[config.mk]
export PLATFORM = sky130hd
export DESIGN_NAME = rfre_mac
export DESIGN_NICKNAME = d
export VERILOG_FILES = /design/src/sv/rfre_pkg.sv /design/src/sv/rfre_mac.sv
export SDC_FILE = /design/constraint.sdc
export NUM_CORES = 2
export LEC_CHECK = 0
export BUFFER_PORTS_ARGS = -buffer_cell sky130_fd_sc_hd__buf_4
export CAP_MARGIN = 20
export CELL_PAD_IN_SITES_DETAIL_PLACEMENT = 2
export CELL_PAD_IN_SITES_GLOBAL_PLACEMENT = 2
export CORE_AREA = 2 2 357 359
export DETAILED_ROUTE_END_ITERATION = 16
export DIE_AREA = 0 0 359 361
export GPL_ROUTABILITY_DRIVEN = 0
export GPL_TIMING_DRIVEN = 0
export PLACE_DENSITY_LB_ADDON = 0.1
export REMOVE_ABC_BUFFERS = 1
export SYNTH_ARGS = -nofsm -noshare
export SYNTH_HDL_FRONTEND = slang
export SYNTH_SLANG_ARGS = --single-unit
[constraint.sdc]
create_clock -name clock -period 17.2 [get_ports clock]
set_input_delay 1.72 -clock clock [delete_from_list [all_inputs] [get_ports clock]]
set_output_delay 1.72 -clock clock [all_outputs]
set_load 0.05 [all_outputs]
[src/sv/rfre_pkg.sv]
// Types, constants and the arctangent table of the frequency response core.
// No dependencies.
package rfre_pkg;

   localparam int MUL_W  = 33;
   localparam int ACC_W  = 66;
   localparam int COEF_W = 16;
   localparam int CSR_W  = 64;
   localparam int CSR_IDX_W = 3;

   localparam logic [CSR_IDX_W-1:0] CSR_SAMPLE_PERIOD = 3'd0;
   localparam logic [CSR_IDX_W-1:0] CSR_NUM_ORDER     = 3'd1;
   localparam logic [CSR_IDX_W-1:0] CSR_DEN_ORDER     = 3'd2;
   localparam logic [CSR_IDX_W-1:0] CSR_NUM_COEFFS    = 3'd3;
   localparam logic [CSR_IDX_W-1:0] CSR_DEN_COEFFS    = 3'd4;

   localparam logic [31:0] INV2PI_Q32   = 32'd683565276;
   localparam logic [31:0] CORDIC_ONE   = 32'h26DD3B6A;
   localparam int          CORDIC_ITERS = 16;
   localparam int          CORDIC_W     = 34;

   localparam int DIV_STEPS   = 31;
   localparam int SAT_SHIFT   = 7;
   localparam int DIV_T_W     = ACC_W + SAT_SHIFT;

   // Control word handed to the multiply-accumulate unit each cycle.
   typedef struct packed {
      logic                    first;
      logic                    neg;
      logic signed [ACC_W-1:0] init;
   } mac_op_type;

   function automatic logic [31:0] atan_turns(input logic [3:0] i);
      logic [31:0] v;
      case (i)
         4'd0:    v = 32'h20000000;
         4'd1:    v = 32'h12E4051E;
         4'd2:    v = 32'h09FB385B;
         4'd3:    v = 32'h051111D4;
         4'd4:    v = 32'h028B0D43;
         4'd5:    v = 32'h0145D7E1;
         4'd6:    v = 32'h00A2F61E;
         4'd7:    v = 32'h00517C55;
         4'd8:    v = 32'h0028BE53;
         4'd9:    v = 32'h00145F2F;
         4'd10:   v = 32'h000A2F98;
         4'd11:   v = 32'h000517CC;
         4'd12:   v = 32'h00028BE6;
         4'd13:   v = 32'h000145F3;
         4'd14:   v = 32'h0000A2FA;
         4'd15:   v = 32'h0000517D;
         default: v = 32'h0;
      endcase
      return v;
   endfunction

endpackage

[src/sv/rfre_mac.sv]
// Shared signed multiply-accumulate unit of the frequency response core.
// Depends on rfre_pkg.
module rfre_mac
   import rfre_pkg::*;
(
   input  logic                    clock,
   input  mac_op_type              op,
   input  logic signed [MUL_W-1:0] a,
   input  logic signed [MUL_W-1:0] b,
   output logic signed [ACC_W-1:0] acc_in
);
   logic signed [ACC_W-1:0] acc_ff;
   logic signed [ACC_W-1:0] prod;

   assign prod   = a * b;
   assign acc_in = (op.first ? op.init : acc_ff) + (op.neg ? -prod : prod);

   always_ff @(posedge clock) begin
      acc_ff <= acc_in;
   end
endmodule

==> results.md <==
- Status: finished, final reports clean
- Share of the yosys chip area belonging to registers: 2.85%
- Layout cells sized above 1: 6.10%
- Max-cap viol count: 0
- CTS Hold Bufs: 0
- Post-Route WL: 147 mm
- CTS Buffer Depth: 2
- Routed len/inst: 21.8 um
- Worst slew pin tran: 0.946 ns
- Filler instances: 13878
- Initial antenna violation count: 3
- Initial Utilization: 36.9%
- Fin crit period: 15.86 ns
- Max reg flops: 66
- Largest net degree at the start of global routing: 67
- Most area-consuming cells after synthesis: fa_1, inv_1, ha_1
- Total negative slack: 0 ns
- Setup CP Type: primary input to primary output
- CP max-delay cell: o31ai_1
- First-pass GRT wire length: 236 mm
- Post-synthesis area per instance: 9.00 um^2
- Ys async rst share: 0%
- Register with the most flip-flops: acc_ff
- Skew-Pair Late Insertion Delay: 0.35 ns
- Cell area after synthesis: 46300 um^2
- Buf+Inv Stages, Crit Path: 8
- Yosys reg bits: 66
- Clock Pin Slew Worst Setup and Hold Paths: 0.06 ns
- H-tree levels: 3
- Synth area leader: fa_1
- DRT Pass-1 Iters: 5
- CP delay by family, top: adder cells
- TritonCTS buffer count: 9
- Fin Clk Skew: 0.00903 ns
- Die area: 130000 um^2
- Post-route ant nets: 0
- IO Port Bufs: 200
- Data required, critical path: 15.48 ns
- Max FO, Critical Path: 33
- Vias in the first global route: 41453
- Most frequent CP cell: fa_1
- Sink Count: 66
- Post-route cell area: 49300 um^2
- Max-slew violations: 0
- Vias/cell: 5.12
- Worst path max stage delay: 0.65 ns
- Share of the synthesized area in the top cell type: 49.5%
- # setup viols final: 0
- Rel. slew slack: 35.3%
- RSZ-0062 raised after global routing: no
- Row cnt: 130
- DP HPWL: 123 mm
- Setup Buffers After CTS: 0
- Biggest registers after layout: acc_ff (66)
- IO Count: 201
- CP endpoint kind: primary output
- Mapped Cells: 5147
- Yosys warns: 0
- Primary FF master, synth: dfxtp_1
- Multi-input logic area: 39800 um^2
- Dpl cell area: 49000 um^2
- Class of the worst hold path: flip-flop to flip-flop
- Post-synth EDFFs: 0
- Synth-to-Final Area Change: 6.41%
- Final Net Count: 6675
- Critical Path AT: 14.14 ns
- Cts repair resizes: 0
- Starting DRT DRC Count: 1013
- Core Area: 125000 um^2
- # DRC: 0
- Fmax: 0.0631 GHz
- Yosys cell types: 84
- Hold Fails Final Rpt: 0
- Crit share post-route: 92.2%
- Die Width: 359 um
- Root buf cell: clkbuf_16
- Sequential cell area: 1320 um^2
- Element type at the critical path start: primary input
- Total congestion overflow: 0
- Gr usage total: 23.3%
- Via count: 34667
- CTS tree: yes
- Die Y: 361 um
[final cells by class]
cell class | instances | share of cell area [%]
flip-flops and latches | 66 | 2.68
diodes | 1 | 0.00508
well taps | 1650 | 4.19
clock inverters | 6 | 0.132
inverters | 1132 | 8.62
multi-input cells | 3700 | 80.8
repair buffers | 202 | 3.13
clock buffers | 10 | 0.485
[Yosys cell counts (33+ instances only)]
cell      instances
ha_1            283
dfxtp_1          66
o21ai_0         105
inv_1          1132
fa_1           1146
xor2_1           58
nand2b_1         33
mux2_2           65
xnor2_1         132
clkbuf_1        242
nand2_1         680
and2_1          515
a21o_1           65
nor2_1           94
a21oi_1         134
[metal layers]
metal	part of all wire (%)	global-route usage (%)
met1	41	28.1
met2	56	45.3
met3	1.7	1.41
met4	2.1	4.43
met5	0.0095	0
[per-stage QoR]
| step | util, % | worst slack (ns) | hold WS, ns | std cells |
|---|---|---|---|---|
| CTS | 39.3 | 1.31 | 0.632 | 6765 |
| detailed placement | 39.1 | 1.39 | 0.617 | 6749 |
| global placement | 39.0 | 1.40 | 0.600 | 6748 |
| global route | 39.3 | 0.559 | 0.661 | 6766 |
| finish | 39.3 | 1.34 | 0.626 | 6767 |
| floorplan | - | 3.10 | 0.943 | 4898 |
[worst paths after layout]
kind	from	end	slack, ns	depth (start not counted)
max	b[0]	acc_in[65]	1.34	42
min	acc_ff[0]	acc_ff[0]	0.63	2
max reg2reg	acc_ff[1]	acc_ff[65]	12.58	15
min reg2reg	acc_ff[0]	acc_ff[0]	0.63	2
[layout by cell type, fill, tap and decap left out, drive strengths merged, types with 9 or more instances in the layout]
master / n
a21o: 65
a211oi: 10
nor4: 12
dfxtp: 66
a31oi: 15
nand3: 28
and4: 10
or3: 13
ha: 283
inv: 1133
and3: 22
nand4: 31
nand2: 680
nor3: 30
nor2: 94
xnor2: 132
mux2: 65
o21a: 22
fa: 1146
buf: 201
o21ai: 107
and2: 515
a211o: 9
xor2: 58
nand2b: 34
clkbuf: 10
o31ai: 26
nor2b: 18
a21oi: 134
o21bai: 13
[cells by family (layout without fill, tap and decap cells)]
logic type      Yosys count  count (layout)  share of synthesized area, %
flops                    66              66                          2.85
mux                      70              70                          1.69
buf+inv                1381            1350                          11.2
simple gates           1528            1528                          16.6
fa+ha+maj              1429            1429                          57.2
xor+xnor                190             190                          3.59
compound gates          483             483                          6.85
other cells               0               1                             0
[worst register-to-register path, delay by kind of cell, from the launching register on]
kind | cells | cell delay (ns)
DFF | 1 | 0.29
muxes | 1 | 0.27
buffers and inverters | 1 | 0.22
xor gates and xnor gates | 2 | 0.45
AOI/OAI and AO/OA | 9 | 2.71
adders and majority gates | 1 | 0.31
and+or+nand+nor | 1 | 0.24
Power is left out: the tool's default activity adds up to more than one toggle a clock period on the data nets, which glitch-free logic cannot reach.
