==> src/sv/rfre_pkg.sv <==
// Types, constants and the arctangent table of the frequency response core.
// No dependencies.
package rfre_pkg;

   localparam int MUL_W  = 33;
   localparam int ACC_W  = 66;
   localparam int COEF_W = 16;
   localparam int CSR_W  = 64;
   localparam int CSR_IDX_W = 3;

   localparam logic [CSR_IDX_W-1:0] CSR_SAMPLE_PERIOD = 3'd0;
   localparam logic [CSR_IDX_W-1:0] CSR_NUM_ORDER     = 3'd1;
   localparam logic [CSR_IDX_W-1:0] CSR_DEN_ORDER     = 3'd2;
   localparam logic [CSR_IDX_W-1:0] CSR_NUM_COEFFS    = 3'd3;
   localparam logic [CSR_IDX_W-1:0] CSR_DEN_COEFFS    = 3'd4;

   localparam logic [31:0] INV2PI_Q32   = 32'd683565276;
   localparam logic [31:0] CORDIC_ONE   = 32'h26DD3B6A;
   localparam int          CORDIC_ITERS = 16;
   localparam int          CORDIC_W     = 34;

   localparam int DIV_STEPS   = 31;
   localparam int SAT_SHIFT   = 7;
   localparam int DIV_T_W     = ACC_W + SAT_SHIFT;

   // Control word handed to the multiply-accumulate unit each cycle.
   typedef struct packed {
      logic                    first;
      logic                    neg;
      logic signed [ACC_W-1:0] init;
   } mac_op_type;

   function automatic logic [31:0] atan_turns(input logic [3:0] i);
      logic [31:0] v;
      case (i)
         4'd0:    v = 32'h20000000;
         4'd1:    v = 32'h12E4051E;
         4'd2:    v = 32'h09FB385B;
         4'd3:    v = 32'h051111D4;
         4'd4:    v = 32'h028B0D43;
         4'd5:    v = 32'h0145D7E1;
         4'd6:    v = 32'h00A2F61E;
         4'd7:    v = 32'h00517C55;
         4'd8:    v = 32'h0028BE53;
         4'd9:    v = 32'h00145F2F;
         4'd10:   v = 32'h000A2F98;
         4'd11:   v = 32'h000517CC;
         4'd12:   v = 32'h00028BE6;
         4'd13:   v = 32'h000145F3;
         4'd14:   v = 32'h0000A2FA;
         4'd15:   v = 32'h0000517D;
         default: v = 32'h0;
      endcase
      return v;
   endfunction

endpackage

==> src/sv/rfre_div.sv <==
// Restoring divider giving a signed, saturated Q8.24 quotient one bit a cycle.
// Depends on rfre_pkg.
module rfre_div
   import rfre_pkg::*;
(
   input  logic                    clock,
   input  logic                    reset,
   input  logic                    start,
   input  logic signed [ACC_W-1:0] num,
   input  logic [ACC_W-1:0]        den,
   output logic                    busy,
   output logic [31:0]             quot
);
   logic                 busy_ff, neg_ff, sat_ff;
   logic [4:0]           cnt_ff;
   logic [DIV_T_W-1:0]   r_ff, t_ff;
   logic [DIV_STEPS-1:0] q_ff;
   logic [ACC_W-1:0]     mag;
   logic [DIV_T_W-1:0]   t_new;
   logic [DIV_T_W:0]     r2;
   logic [31:0]          qe;

   assign mag   = num[ACC_W-1] ? ACC_W'(-num) : num;
   assign t_new = {den, SAT_SHIFT'(0)};
   assign r2    = {r_ff, 1'b0};

   always_ff @(posedge clock) begin
      if (reset) begin
         busy_ff <= 1'b0;
         cnt_ff  <= '0;
      end else if (start) begin
         busy_ff <= 1'b1;
         cnt_ff  <= '0;
      end else if (busy_ff) begin
         cnt_ff <= cnt_ff + 5'd1;
         if (cnt_ff == 5'(DIV_STEPS - 1)) begin
            busy_ff <= 1'b0;
         end
      end
   end

   always_ff @(posedge clock) begin
      if (start) begin
         neg_ff <= num[ACC_W-1];
         sat_ff <= DIV_T_W'(mag) >= t_new;
         r_ff   <= DIV_T_W'(mag);
         t_ff   <= t_new;
         q_ff   <= '0;
      end else if (busy_ff) begin
         if (r2 >= {1'b0, t_ff}) begin
            r_ff <= DIV_T_W'(r2 - {1'b0, t_ff});
            q_ff <= {q_ff[DIV_STEPS-2:0], 1'b1};
         end else begin
            r_ff <= r2[DIV_T_W-1:0];
            q_ff <= {q_ff[DIV_STEPS-2:0], 1'b0};
         end
      end
   end

   assign qe   = {1'b0, q_ff};
   assign busy = busy_ff;
   assign quot = sat_ff ? (neg_ff ? 32'h80000000 : 32'h7FFFFFFF)
                        : (neg_ff ? -qe : qe);
endmodule

==> config.mk <==
export PLATFORM = sky130hd
export DESIGN_NAME = rfre_div
export DESIGN_NICKNAME = d
export VERILOG_FILES = /design/src/sv/rfre_pkg.sv /design/src/sv/rfre_div.sv
export SDC_FILE = /design/constraint.sdc
export NUM_CORES = 1
export LEC_CHECK = 0
export ABC_AREA = 1
export BUFFER_PORTS_ARGS = -buffer_cell sky130_fd_sc_hd__buf_2
export CORE_MARGIN = 5
export CORE_UTILIZATION = 50
export DETAILED_ROUTE_END_ITERATION = 7
export PLACE_DENSITY = 0.74
export SLEW_MARGIN = 20
export SYNTH_ARGS = -nofsm -noshare
export SYNTH_HDL_FRONTEND = slang
export SYNTH_SLANG_ARGS = --single-unit
==> constraint.sdc <==
create_clock -name clock -period 5 [get_ports clock]
set_input_delay 0.5 -clock clock [delete_from_list [all_inputs] [get_ports clock]]
set_output_delay 0.5 -clock clock [all_outputs]
set_load 0.02 [all_outputs]
==> impl_metrics.yaml <==
layout:
  layout-drive-gt1-share_pct: 9.20
  finalNetCount: 3143
  layoutNonFillerInstCount: 3347
  final_cell_mix: "nand2_1, inv_1, nor2_1"
  final_common_cell: "nand2_1"
  area_growth_syn_to_layout_pct: 10.4
worst_setup_path:
  cp.required_ns: 5.20
  timing.reg2reg.setup_slack_ns: 1.15
  critical_path.reg2reg.endpoint: "r_ff[24]"
  source_of_the_worst_register_to_register_timing_path: "r_ff[65]"
  cp_data_arrival_time_ns: 4.48
  ff2ff_path_depth: 11
  timing.critical_path.fanout_max: 5
  timing.critical_path.from_type: "input pin"
  timing_worst_setup_path_type: "in -> reg"
  critPathCaptureType: "flop"
drt:
  drt_iter0_markers: 1912
  routedWlPerCell_um: 18.7
  postRouteAntennaNets: 0
  post-route-drc-count: 0
  detailedRoute.firstPassIterationCount: 6
  drt_wl_total_mm: 62.5
  vias_per_cell: 5.45
  route.vias.total: 18200
flow_run:
  cap_violations: 0
placement:
  dp.cells: 3314
  buffer_ports.inserted: 167
  routabilityCongestion: 1.04
  hpwl_mm: 52.6
status:
  outcome: "finished, final reports clean"
clock_tree:
  clock_tree.buffer_depth: 2
  cts.reportedPaths.clkPinSlew_ns: 0.07
  cts.sink_count: 178
  tritoncts_clock_tree: "done"
  worstSkewPairLatency_ns: 0.46
  clockRootBuffer: "clkbuf_16"
  htreeDepth: 4
  post-cts-setup-buffers: 0
  cts_repair_resize_count: 0
  cts_hold_buffers: 0
  cts_buffers: 17
synthesis:
  top_reg_cell_synth: "edfxtp_1"
  synth-async-reset-ratio_pct: 0
  mappedNetlistNets: 2998
  synth-edff-count: 134
  ys_types: 53
  cell_area_after_synthesis_mm2: 0.0176
  synth.yosys.warnings: 0
  number_of_synthesized_register_bits: 178
  avgSynthCellArea_um2: 6.44
  ys_seq_area_share_pct: 27.9
  post_synth_inst_count: 2733
global_routing:
  grt_antenna_before_repair: 1
  overflow: 0
  via_count_of_the_first_global_routing_pass: 17300
  grt_start_max_net_pins: 89
  grt_first_pass_wirelength_mm: 96.0
  grt_util_all_layers_pct: 31.7
die:
  placement_rows: 68
  die_h_um: 198
  die_width_um: 198
  starting_density_pct: 50.8
  std_cell_core_area_mm2: 0.0346
  die-area_mm2: 0.0390
  design.portCount: 168
power:
  internal-power_mw: 3.22
  clock_power_share_pct: 26.8
  max-vdd-ir-drop_mv: 0.273
  register_share_of_total_power_pct: 33.6
  post-layout-total-power_mw: 5.35
  p_leak_nw: 9.88
  power_switching_mw: 2.13
  power_density_mw_per_mm2: 275
  combPwrFrac_pct: 39.6
  switching_share_pct: 39.8
sta:
  final.setup.tns_ns: 0
  normalized_max_slew_margin_pct: 29.0
  clock_skew_ns: 0.0141
  rsz_0062_raised_after_global_routing: "false"
  setup-violations-final: 0
  final_worst_path_cycle_share_pct: 85.6
  timing.final.crit_period_ns: 4.28
  slew_violations: 0
  worst_slew_pin_slew_ns: 1.07
  final_hold_viol_count: 0
  maxClockFrequency_ghz: 0.234
min_path:
  hold_crit_start: "den[54]"
  min_delay_path_depth: 1
  hold_path.class: "in -> reg"
  hold-path-endpoint: "t_ff[61]"
[kinds of logic (layout without fill, tap and decap cells)]
logic type / after synthesis / after routing / synth area share, %
AND/OR/NAND/NOR: 1388 / 1388 / 33.3
buffers and inverters: 573 / 731 / 12.7
AO/OA/AOI/OAI: 340 / 340 / 10.7
flip-flops: 178 / 178 / 27.9
adder cells (fa/ha/maj): 130 / 130 / 9.29
XOR/XNOR: 124 / 124 / 6.17
other: 0 / 1 / 0
[worst max-delay path by stage]
stage | depth (start not counted) | endpoint | start | slack, ns
2_1_floorplan | 21 | sat_ff | num[0] | 1.75
3_3_place_gp | 20 | sat_ff | num[0] | 0.38
3_5_place_dp | 20 | sat_ff | num[0] | 0.36
4_1_cts | 20 | sat_ff | num[0] | 0.82
5_1_grt | 20 | sat_ff | num[0] | 0.48
6_report | 20 | sat_ff | num[0] | 0.72
[worst max-delay path, stage by stage]
cell and delay (ns):
buf_2 0.11, inv_1 0.08, ha_1 0.22, nand3_1 0.18, nor2_1 0.19, nand2_1 0.21
nor3_2 0.31, nand4_1 0.19, o21ai_2 0.30, xor2_1 0.28, ha_1 0.30, nand2_1 0.14
nor2_1 0.07, a21oi_1 0.11, nand2_1 0.07, o21ai_0 0.29, o211ai_1 0.22, a21oi_1 0.44
o21a_1 0.19, nand3_1 0.07
[layer usage]
layer / GRT usage, % / wire length (um) / up-vias
met1: 45.5 / 28100 / 8349
met5: 0 / 0 / -
met4: 10.4 / 2050 / 0
li1: - / - / 9011
met3: 4.66 / 5360 / 95
met2: 49.1 / 26900 / 791
[layout make-up]
| type | count | area [um2] |
|---|---|---|
| clock inverters | 14 | 176 |
| well taps | 455 | 569 |
| multi-input cells | 1982 | 10500 |
| diodes | 1 | 2.50 |
| fillers | 3497 | 15200 |
| inverters | 521 | 1960 |
| clock buffers | 18 | 429 |
| repair buffers | 178 | 937 |
| flip-flops and latches | 178 | 4900 |
[synth_stat cells (all sizes together) (28+ instances only)]
cell type  number  area (um2)
nor3           47         267
a21oi         128         644
xnor2          53         464
xor2           71         622
ha            129        1610
clkbuf         34         129
edfxtp        134        4020
o22ai          29         181
nand4          36         225
nand2         775        2930
o21ai         128         644
or2            28         175
inv           519        1950
nand3         166         846
dfxtp          44         881
nor2          297        1140
[metrics by stage]
step | utilization [%] | instance area (um2) | setup WS, ns | hold WS, ns
finish | 56.1 | 19400 | 0.719 | 0.229
global route | 56.1 | 19400 | 0.476 | 0.212
CTS | 56.1 | 19400 | 0.823 | 0.214
detailed placement | 54.3 | 18800 | 0.357 | 0.460
global placement | 54.3 | 18800 | 0.375 | 0.458
floorplan | - | 17600 | 1.75 | 0.445
[power by group through the flow]
stage | clock (mW) | combinational (mW) | sequential, mW
2_1_floorplan | 0 | 1.43 | 1.80
3_5_place_dp | 0 | 2.06 | 1.83
6_report | 1.43 | 2.12 | 1.80
4_1_cts | 1.45 | 2.07 | 1.80
5_1_grt | 1.50 | 2.34 | 1.81
3_3_place_gp | 0 | 2.04 | 1.82
[sequential cells by signal, summed over array words and instances, names as in the netlist]
name    cells
r_ff       73
sat_ff      1
cnt_ff      5
q_ff       31
busy        1
neg_ff      1
t_ff       66
Power figures use the tool's default switching activity.
